<file path="src/design/sra_pkg.sv">
// ----------------------------------------------------------------------------
// sra_pkg
// Shared types, codes and helper functions of the sparse radix array engine.
// ----------------------------------------------------------------------------
package sra_pkg;

   localparam int CMD_W          = 2;
   localparam int INDEX_W        = 20;
   localparam int VALUE_W        = 32;
   localparam int STATUS_W       = 2;
   localparam int COUNT_W        = 21;
   localparam int NIB_W          = 4;
   localparam int LEVEL_W        = 3;
   localparam int SLOTS_PER_NODE = 16;
   localparam int MAX_LEVELS     = 5;

   localparam int DEFAULT_NODE_COUNT = 256;
   localparam int DEFAULT_VALUE_BITS = 32;

   localparam logic [CMD_W-1:0] CMD_GET    = 2'd0;
   localparam logic [CMD_W-1:0] CMD_SET    = 2'd1;
   localparam logic [CMD_W-1:0] CMD_REMOVE = 2'd2;

   localparam logic [STATUS_W-1:0] STATUS_DONE     = 2'd0;
   localparam logic [STATUS_W-1:0] STATUS_EMPTY    = 2'd1;
   localparam logic [STATUS_W-1:0] STATUS_REJECTED = 2'd2;
   localparam logic [STATUS_W-1:0] STATUS_NO_NODES = 2'd3;

   // Classified operation handed from the front part to the back part.
   // A probe walks the tree only to report the slot, with a rejected status.
   typedef enum logic [2:0] {
      OP_GET    = 3'd0,
      OP_SET    = 3'd1,
      OP_REMOVE = 3'd2,
      OP_PROBE  = 3'd3,
      OP_NOFIT  = 3'd4
   } op_type;

   typedef struct packed {
      op_type               op;
      logic [LEVEL_W-1:0]   levels;
      logic [INDEX_W-1:0]   index;
      logic [VALUE_W-1:0]   value;
   } item_type;

   // Number of tree levels above the leaves that an index needs.
   function automatic logic [LEVEL_W-1:0] levels_of(input logic [INDEX_W-1:0] idx);
      logic [LEVEL_W-1:0] d;
      if (idx[19:16] != 4'd0) begin
         d = 3'd4;
      end else if (idx[15:12] != 4'd0) begin
         d = 3'd3;
      end else if (idx[11:8] != 4'd0) begin
         d = 3'd2;
      end else if (idx[7:4] != 4'd0) begin
         d = 3'd1;
      end else begin
         d = 3'd0;
      end
      return d;
   endfunction

   // Slot number used by an index at a given level.
   function automatic logic [NIB_W-1:0] nibble_at(input logic [INDEX_W-1:0] idx,
                                                  input logic [LEVEL_W-1:0] lvl);
      logic [NIB_W-1:0] n;
      case (lvl)
         3'd0: n = idx[3:0];
         3'd1: n = idx[7:4];
         3'd2: n = idx[11:8];
         3'd3: n = idx[15:12];
         3'd4: n = idx[19:16];
         default: n = 4'd0;
      endcase
      return n;
   endfunction

endpackage

</file>
<file path="src/design/sra_channels.sv">
// ----------------------------------------------------------------------------
// sra_channels
// Valid/ready channel interfaces for requests and responses.
// ----------------------------------------------------------------------------
interface sra_req_if;
   logic                          valid;
   logic                          ready;
   logic [sra_pkg::CMD_W-1:0]     cmd;
   logic [sra_pkg::INDEX_W-1:0]   index;
   logic [sra_pkg::VALUE_W-1:0]   value;

   modport source (output valid, output cmd, output index, output value, input ready);
   modport sink   (input valid, input cmd, input index, input value, output ready);
endinterface


</file>
<file path="src/design/sra_front.sv">
// ----------------------------------------------------------------------------
// sra_front
// Accepts request transactions, classifies them and holds them in a
// two-entry queue for the tree walker.
// ----------------------------------------------------------------------------
module sra_front #(
   parameter int VALUE_BITS = sra_pkg::DEFAULT_VALUE_BITS
) (
   input  logic               clock,
   input  logic               reset,
   input  logic               enable,
   sra_req_if.sink            req,
   output logic               q_valid,
   output sra_pkg::item_type  q_item,
   input  logic               q_take
);

   sra_pkg::item_type q_mem_ff [2];
   logic              head_ff, head_in;
   logic              tail_ff, tail_in;
   logic [1:0]        cnt_ff, cnt_in;

   sra_pkg::item_type     cls;
   logic [VALUE_BITS-1:0] masked;
   logic                  push;

   always_comb begin
      masked     = VALUE_BITS'(req.value);
      cls.index  = req.index;
      cls.value  = req.value;
      cls.levels = sra_pkg::levels_of(req.index);
      if (cls.levels >= sra_pkg::LEVEL_W'(sra_pkg::MAX_LEVELS)) begin
         cls.op = sra_pkg::OP_NOFIT;
      end else begin
         case (req.cmd)
            sra_pkg::CMD_GET:    cls.op = sra_pkg::OP_GET;
            sra_pkg::CMD_SET:    cls.op = (masked == '0) ? sra_pkg::OP_PROBE : sra_pkg::OP_SET;
            sra_pkg::CMD_REMOVE: cls.op = sra_pkg::OP_REMOVE;
            default:             cls.op = sra_pkg::OP_PROBE;
         endcase
      end
   end

   assign req.ready = enable && (cnt_ff != 2'd2);
   assign push      = req.valid && req.ready;
   assign q_valid   = (cnt_ff != 2'd0);
   assign q_item    = q_mem_ff[head_ff];

   always_comb begin
      head_in = q_take ? ~head_ff : head_ff;
      tail_in = push ? ~tail_ff : tail_ff;
      cnt_in  = cnt_ff + 2'(push) - 2'(q_take);
   end

   always_ff @(posedge clock) begin
      if (reset) begin
         head_ff <= 1'b0;
         tail_ff <= 1'b0;
         cnt_ff  <= 2'd0;
      end else begin
         head_ff <= head_in;
         tail_ff <= tail_in;
         cnt_ff  <= cnt_in;
      end
   end

   always_ff @(posedge clock) begin
      if (push) begin
         q_mem_ff[tail_ff] <= cls;
      end
   end

endmodule

</file>
<file path="src/flat_wrapper.sv">
// flat-port wrapper written by rule: the top's interface ports become plain ports
module sra_front_flat 
#(
   parameter int VALUE_BITS = sra_pkg::DEFAULT_VALUE_BITS
)
  (clock, reset, enable, q_valid, q_item, q_take, req_valid, req_cmd, req_index, req_value, req_ready);
  sra_req_if req_i ();
  input  logic clock;
  input  logic reset;
  input  logic enable;
  output logic q_valid;
  output sra_pkg::item_type q_item;
  input  logic q_take;
  input wire logic [$bits(req_i.valid)-1:0] req_valid;
  input wire logic [$bits(req_i.cmd)-1:0] req_cmd;
  input wire logic [$bits(req_i.index)-1:0] req_index;
  input wire logic [$bits(req_i.value)-1:0] req_value;
  output wire logic [$bits(req_i.ready)-1:0] req_ready;
  assign req_i.valid = req_valid;
  assign req_i.cmd = req_cmd;
  assign req_i.index = req_index;
  assign req_i.value = req_value;
  assign req_ready = req_i.ready;
  sra_front #(.VALUE_BITS(VALUE_BITS)) u_core (.clock(clock), .reset(reset), .enable(enable), .req(req_i), .q_valid(q_valid), .q_item(q_item), .q_take(q_take));
endmodule
</file>
<file path="config.mk">
export PLATFORM = sky130hd
export DESIGN_NAME = sra_front_flat
export DESIGN_NICKNAME = d
export VERILOG_FILES = /design/src/design/sra_pkg.sv /design/src/design/sra_channels.sv /design/src/design/sra_front.sv /design/src/flat_wrapper.sv
export SDC_FILE = /design/constraint.sdc
export NUM_CORES = 1
export LEC_CHECK = 0
export ABC_AREA = 0
export BUFFER_PORTS_ARGS = -buffer_cell sky130_fd_sc_hd__buf_2
export CAP_MARGIN = 0
export CORE_ASPECT_RATIO = 1.25
export CORE_MARGIN = 2
export CORE_UTILIZATION = 52
export CTS_CLUSTER_SIZE = 10
export DETAILED_ROUTE_END_ITERATION = 8
export GPL_TIMING_DRIVEN = 0
export MAX_ROUTING_LAYER = met4
export PLACE_DENSITY = 0.79
export SETUP_SLACK_MARGIN = 0.02
export SYNTH_ARGS = -nofsm -noshare
export SYNTH_HDL_FRONTEND = slang
export SYNTH_SLANG_ARGS = --single-unit
</file>
<file path="constraint.sdc">
create_clock -name clock -period 4.6 [get_ports clock]
set_clock_uncertainty 0.2 [all_clocks]
set_input_delay 0.46 -clock clock [delete_from_list [all_inputs] [get_ports clock]]
set_output_delay 0.46 -clock clock [all_outputs]
set_load 0.01 [all_outputs]
</file>
Word level (Yosys, flattened, before mapping)
Memories as Yosys holds them, arrays and structs flattened. A register that Yosys moved wholly into a read port is not among the register bits. Index checks and enable logic that the tools add are counted.

Register bits after elaboration: 4. Input port bits: 59. Output and inout port bits: 60. Bits in writable memories: 116. Memories kept: 1. Logic and storage cells: 32.

Memory list: u_core.q_mem_ff (depth 2, bits a word 58, rd ports 1, clocked after Yosys merged registers in 1, wr ports 1, RTL line sra_front.sv:18) `sra_pkg::item_type q_mem_ff [2];`.

Reductions and logical operators: 9. Muxes and demuxes: 11. Magnitude comparators: 1. Add/subtract/negate cells: 2. Equality and inequality tests: 3. Bitwise logic cells: 2.

Operators by type and width (count): 32-bit logical NOT (1); 4-bit nonzero test (4); 3-bit 2-to-1 mux (4); 3-bit one-hot mux with 3 select lines (1); 1-bit 2-to-1 mux (5); 3-bit >= comparator (second input constant) (1); 2-bit by 1-bit adder with 2-bit output (1); 2-bit by 1-bit equality test with 1-bit output (second input constant) (1); 2-bit equality test (second input constant) (1); 1-bit logical AND (2); 2-bit logical NOT (1); 2-bit 2-to-1 mux (1); 2-bit != test (second input constant) (1); 1-bit inverter (2); 2-bit nonzero test (1); 2-bit by 1-bit subtractor with 2-bit output (1).

Logic depth before layout (Yosys ltp)
Gate-level depths: netlist of the first run.

Word-level depth: 7. Gate-level depth with buffers: 7.

Least setup slack after synthesis of the first run
OpenSTA, ideal clock, no wires.

Path type: flip-flop to flip-flop. Start point: register u_core.cnt_ff[0]. End point: memory u_core.q_mem_ff[1][0] in the netlist's numbering (enable). Required time: 3.926 ns. Stages on the path, launching flop included: 4. Setup time: 0.474 ns. Slack: 0.932 ns. Path buffers: 0. Data arrival time: 2.994 ns. Cells stage by stage: dfxtp_1 -> nand2b_1 -> nand3_1 -> nor2_1.

Longest elaborated chain between the ends: 5.

Ends and longest elaborated chain: start, declared (RTL line sra_front.sv:21) `logic [1:0] cnt_ff, cnt_in;`; start signal, assigned (RTL line sra_front.sv:63) `cnt_ff <= cnt_in;`; 2-bit != test (RTL line sra_front.sv:44) `assign req.ready = enable && (cnt_ff != 2'd2);`; 1-bit logical AND (RTL line sra_front.sv:44); 1-bit logical AND (RTL line sra_front.sv:45) `assign push = req.valid && req.ready;`; 1-bit 2-to-1 mux (RTL line sra_front.sv:68) `if (push) begin`; 1-bit 2-to-1 mux (not written as such) (RTL line sra_front.sv:69) `q_mem_ff[tail_ff] <= cls;`; end, declared (RTL line sra_front.sv:18).

No other way between the ends.

==> flow_summary.yaml, run 1 <==
status:
  status: "finished clean"
placed_design:
  place_area_mm2: 0.005341
  port_buffers: 118
  dp_hpwl_mm: 5.537
  place_congestion: 0.7291
yosys:
  synth.area.mux_share_pct: 14.36
  syn_area_mm2: 0.004549
  synth_edf_count: 116
  synth_xor_area_share_pct: 0.3850
  synth_seq_cells: 121
  synthAdderAreaFrac_pct: 0.5501
  syn_inst: 229
  yosysSeqAreaShare_pct: 78.77
  synthSimpleGateAreaFrac_pct: 3.410
  synth.distinct_cells: 29
  synth_top_family_by_area: "multiplexers"
  yosys_warnings: 0
  synthFlopType: "edfxtp_1"
  synth.avg_cell_area_um2: 19.87
  async_reset_ff_share_pct: 0
  synth_compound_area_share_pct: 0.8801
setup_path:
  setup.worst_path.start_class: "flip-flop"
  worstSetupEndpointType: "output pin"
  critPathMaxFanout: 10
  critPathRequiredTime_ns: 3.94
  crit_buf_inv: 3
  cpPeakStageDelay_ns: 0.35
  critPathTopFamily: "buffers and inverters"
  critical_path_class: "flip-flop to output pin"
  arrival_ns: 1.74
  crit_chain: "buf_4 -> buf_6 -> mux2_2 -> buf_2"
  slowest_stage: "dfxtp_1"
routing:
  firstDrtPassIters: 4
  wirelength_mm: 9.456
  num_vias: 2766
  drc: 0
  drtIter0Drc: 121
  final_antenna_net_count: 0
  wl_per_cell_um: 17.04
  vias_per_cell: 4.984
sta:
  finalCritPeriodShare_pct: 52.14
  hold_viol: 0
  grt_setup_unrepaired: "no"
  slew_headroom_pct: 38.42
  setup_violations: 0
  worst_pin_slew_ns: 0.9215
  fmax_mhz: 416.9
  slew_viol_final: 0
  timing.hold.ws_ns: 0.03791
  fin_crit_ns: 2.398
cts:
  cts_made_buffers: 17
  post_cts_buffers: 0
  clkSinkCount: 121
  cts_resized: 0
  cts_buffer_depth: 2
  root_buffer: "clkbuf_8"
  clkTransAtPathRegs_ns: 0.06
  htreeDepth: 4
  cts_tree: "yes"
  hold_buffers: 53
  insertion_delay_ns: 0.50
finish:
  layout.area.seq_mm2: 0.003583
  area_delta_synth_final_pct: 42.57
  multiInputGateArea_um2: 905.9
  drive_above_1_share_pct: 50.34
  final_nets: 483
  nFillCells: 531
  antenna_cells: 0
  final_area_mm2: 0.006486
power_and_ir_drop:
  p_int_mw: 2.301
  pwr-share-comb_pct: 10.5
  p_per_area_mw_per_mm2: 451.9
  p_leak_nw: 2.449
  peakVddDrop_v: 0.0003744
  p_switching_mw: 0.6299
  pwr-share-seq_pct: 43.7
  switching_share_pct: 21.49
  clkPwrFrac_pct: 45.8
die:
  fp-row-count: 38
  io_pins: 119
  dieHeight_um: 108.6
  initial_utilization_pct: 52.86
  fp.coreArea_mm2: 0.008606
  die_x_um: 87.66
  dieArea_mm2: 0.009518
grt:
  first_global_vias: 3030
  overflow: 0
  grt_pass1_wl_mm: 14.33
  grt_max_degree: 31
  grt_usage_pct: 21.67
  antenna_found_initial: 0
flow_run:
  maxCapViolations: 0
min_path:
  holdCritPathClass: "input pin to flip-flop"
power groups by stage:
stage               Sequential, mW  Combinational [mW]  Clock, mW
finish                        1.28               0.309       1.34
global placement              1.30               0.258          0
global route                  1.28               0.335       1.42
floorplan                     1.30               0.153          0
CTS                           1.28               0.308       1.37
detailed placement            1.30               0.270          0
synth_stat cells (2+ instances only):
master    count  area [um2]
a21oi_1       3       15.01
nor2_1        5       18.77
mux2_2       57       641.9
buf_6         2       22.52
edfxtp_1    116        3483
inv_1         6       22.52
dfxtp_1       5       100.1
nand4_1       3       18.77
and2_1        2       12.51
ha_1          2       25.02
buf_2         3       15.01
nor4_1        8       50.05
worst min-delay path, cell delays in order:
cell     delay, ns
buf_2         0.07
inv_1         0.03
o31ai_1       0.07
stage by stage:
step | worst slack (ns) | util (%) | power, mW | std cells | setup TNS (ns)
2_1_floorplan | 0.9317 | - | 1.453 | 230 | 0
3_3_place_gp | -0.4636 | 61.52 | 1.561 | 468 | -26.72
3_5_place_dp | 2.303 | 62.07 | 1.572 | 470 | 0
4_1_cts | 2.159 | 75.37 | 2.955 | 555 | 0
5_1_grt | 2.085 | 75.37 | 3.036 | 555 | 0
6_report | 2.202 | 75.37 | 2.931 | 555 | 0
layer usage:
| metal | global-route usage [%] | wire, um |
|---|---|---|
| met1 | 20.91 | 3552 |
| met3 | 7.786 | 418 |
| met2 | 37.45 | 5225 |
| met5 | - | 0 |
| met4 | 11.21 | 261 |
path summary, 6_finish.rpt:
path / from / end / slack, ns / depth (start not counted)
max: flip-flop / q_item[35] / 2.20 / 4
min: req_cmd[1] / u_core.q_mem_ff[1][56] / 0.04 / 3
max reg2reg: u_core.cnt_ff[0] / u_core.q_mem_ff[1][42] / 2.35 / 4
min reg2reg: u_core.cnt_ff[1] / u_core.cnt_ff[1] / 0.34 / 2
cell families (layout without fill, tap and decap cells):
group | Yosys count | count (layout)
other | 1 | 2
DFF | 121 | 121
muxes | 58 | 58
buffers and inverters | 13 | 218
and+or+nand+nor | 26 | 26
xor gates and xnor gates | 2 | 2
AOI/OAI and AO/OA | 6 | 6
adders and majority gates | 2 | 2
registers in the layout, summed over array words and instances, names as in the netlist, named ones only:
register         count
u_core.cnt_ff        2
u_core.head_ff       1
u_core.q_mem_ff    116
u_core.tail_ff       1
cell type report:
type | count | area share, %
sequential | 121 | 55.25
timing repair buffer | 173 | 17.90
multi-input combinational | 96 | 13.97
clock buffer | 17 | 6.385
clock inverter | 15 | 3.086
tap | 120 | 2.315
buffer | 7 | 0.7523
inverter | 6 | 0.3472
cell usage in the layout, fill, tap and decap left out, drive strengths merged, types with 3 or more instances in the layout:
master,instances
dfxtp,5
nor4,8
dlygate4sd3,53
buf,126
inv,7
clkinv,7
clkinvlp,3
edfxtp,116
a21oi,3
bufinv,4
nor2,5
clkbuf,18
nand4,3
mux2,58
Note: power is estimated with default switching activity, not from simulation.
==> run 2: changes to the inputs <==
ABC_AREA = 1   (was 0)
CORE_UTILIZATION = 47   (was 52)
PLACE_DENSITY = 0.75   (was 0.79)
clock period = 1.9 ns   (was 4.6 ns; I/O delays follow)
==> run 2 against run 1 <==
Compared with the run above: the flow now finishes with violations (negative setup slack); clock power rose by 150%; synthesized cell count grew 12%; routed wire length rose by 16%; count of clock-buffer cells in the layout grew 2; via count grew 8.6%; sequential power increased by 140%; die area up 13%; global-route usage shrank 0.82 points; flip-flop and latch count stayed put; non-clock buffer count rose by 16; core utilization increased by 0.21 points; critical endpoint is now q_item[41].
==> flow_summary.yaml, run 2 <==
die:
  dieHeight_um: 115.6
  die_x_um: 93.26
  dieArea_mm2: 0.01078
  fp-row-count: 40
  fp.coreArea_mm2: 0.009659
  initial_utilization_pct: 48.46
  io_pins: 119
yosys:
  async_reset_ff_share_pct: 0
  synth_top_cell_by_area: "edfxtp_1"
  yosysSeqAreaShare_pct: 76.56
  syn_inst: 256
  synth.most_common_cell: "edfxtp_1"
  ys_top_cells_by_count: "116 x edfxtp_1, 38 x mux2_2, 34 x nor2_1, 20 x mux2_4, 11 x nand2_1"
  yosys_warnings: 0
  synth_seq_cells: 121
  synth.avg_cell_area_um2: 18.28
  netlist_top_cells_area: "edfxtp_1 74%, mux2_2 9.1%, mux2_4 6.4%"
  synth_edf_count: 116
  synthFlopType: "edfxtp_1"
  synth.distinct_cells: 20
  syn_area_mm2: 0.004681
  synth_top_area_share_pct: 74.42
placed_design:
  dp_cells: 503
  port_buffers: 118
  place_congestion: 0.6786
  dp_hpwl_mm: 5.608
  dpl_worst_slack_ns: -0.1737
grt:
  grt_pass1_wl_mm: 16.08
  antenna_found_initial: 0
  overflow: 0
  grt_max_degree: 33
  grt_usage_pct: 20.85
  first_global_vias: 3276
flow_run:
  maxCapViolations: 0
sta:
  fin_crit_ns: 1.965
  setup_violations: 34
  hold_viol: 0
  grt_setup_unrepaired: "yes"
  slew_viol_final: 0
  fmax_mhz: 508.9
  finalCritPeriodShare_pct: 103.4
  setup_ws_ns: -0.06498
setup_path:
  rr_worst_depth: 2
  arrival_ns: 1.57
  slowest_stage: "dfxtp_4"
  r2r-end: "u_core.q_mem_ff[1][22]"
  crit_chain: "buf_12 -> buf_12 -> buf_16 -> mux2_4 -> buf_6"
  r2r_start: "u_core.tail_ff"
  cpPeakStageDelay_ns: 0.36
  r2r_slack_ns: 0.28
  setup.worst_path.start_class: "flip-flop"
  worstSetupEndpointType: "output pin"
  critical_path_class: "flip-flop to output pin"
  critPathRequiredTime_ns: 1.51
  critPathMaxFanout: 6
  cp_common_cell: "buf_12"
status:
  status: "complete, but fails checks"
  violations: "negative setup slack"
routing:
  vias_per_cell: 4.955
  wl_per_cell_um: 18.03
  num_vias: 3003
  wirelength_mm: 10.93
  drtIter0Drc: 149
  drc: 0
  final_antenna_net_count: 0
  firstDrtPassIters: 4
finish:
  final_nets: 528
  largest_register: "u_core.q_mem_ff"
  largestRegisters: "u_core.q_mem_ff x116, u_core.cnt_ff x2"
  nFillCells: 547
  drive_above_1_share_pct: 48.75
  area_delta_synth_final_pct: 55.97
  final_cell_mix: "116 x edfxtp_1, 67 x buf_2, 56 x dlygate4sd3_1"
  antenna_cells: 0
  final_cells: 606
  final_common_cell: "edfxtp_1"
  largest_reg_flops: 116
min_path:
  holdCritPathClass: "input pin to flip-flop"
  whs_path_depth: 4
  whs_endpoint: "u_core.tail_ff"
  hp-start: "req_valid"
cts:
  clkTransAtPathRegs_ns: 0.05
  root_buffer: "clkbuf_16"
  cts_tree: "yes"
  htreeDepth: 4
  insertion_delay_ns: 0.40
  cts_buffer_depth: 2
  cts_made_buffers: 17
  clkSinkCount: 121
power_and_ir_drop:
  p_per_area_mw_per_mm2: 1027
  peakVddDrop_v: 0.0007256
  p_leak_nw: 2.857
-- run 2: cell families (layout without fill, tap and decap cells) --
family / Yosys count / count (layout) / share of synthesized area (%)
adders and majority gates: 2 / 2 / 0.5345
other: 1 / 2 / 0.08012
and+or+nand+nor: 53 / 55 / 4.705
xor gates and xnor gates: 2 / 2 / 0.3743
muxes: 58 / 58 / 15.56
AOI/OAI and AO/OA: 2 / 2 / 0.2673
buffers and inverters: 17 / 238 / 1.924
DFF: 121 / 121 / 76.56
-- run 2: worst max-delay path by stage --
stage / endpoint / slack, ns / depth (start not counted)
floorplan: u_core.q_mem_ff[1][0] / -0.13 / 4
global placement: u_core.q_mem_ff[1][51] / -0.58 / 4
detailed placement: u_core.q_mem_ff[0][49] / -0.17 / 5
CTS: u_core.q_mem_ff[0][45] / -0.18 / 5
global route: q_item[41] / -0.10 / 5
finish: q_item[41] / -0.06 / 5
-- run 2: where the power goes --
group,leakage [nW],switching (mW),total [mW],internal [mW]
Sequential,1.10,0.0432,3.11,3.07
Combinational,1.47,0.458,1.10,0.638
Clock,0.288,1.11,3.29,2.18
-- run 2: timing repair --
action,in CTS,in global routing
pin swaps,2,2
endpoints found under the setup margin,122,152
endpoints found under the hold margin,115,0
cloned,2,4
resized for setup,76,10
setup buffers,7,4
hold buffers,56,0
-- run 2: layout make-up --
type                       count  area (um2)  share of cell area (%)
tap                          126       157.7                   2.159
sequential                   121        3588                   49.15
timing repair buffer         190        1719                   23.55
clock buffer                  19       432.9                   5.930
inverter                      10       37.54                  0.5141
multi-input combinational    121        1094                   14.98
clock inverter                13       177.7                   2.434
buffer                         6       93.84                   1.285
-- run 2: worst max-delay path: cells and delay by family (launching register included) --
kind,cells,cell delay (ns)
buf+inv,4,0.52
flops,1,0.36
mux,1,0.30
-- run 2: stage by stage --
step | util [%] | hold WS, ns | setup TNS, ns | cell area [um2] | power [mW]
2_1_floorplan | - | 0.05383 | -12.66 | 4716 | 3.570
3_3_place_gp | 56.57 | 0.1803 | -66.00 | 5464 | 3.830
3_5_place_dp | 56.98 | 0.1837 | -10.86 | 5504 | 3.866
4_1_cts | 74.49 | 0.02866 | -11.68 | 7196 | 7.457
5_1_grt | 75.58 | 0.1608 | -2.986 | 7301 | 7.750
6_report | 75.58 | 0.1512 | -1.205 | 7301 | 7.496
-- run 2: layer usage --
metal / track usage [%] / routed length, um / up-vias
met5: - / 0 / -
met1: 21.16 / 3892 / 1458
met4: 7.843 / 231 / 0
met2: 36.98 / 6064 / 149
li1: - / - / 1377
met3: 7.152 / 739 / 19
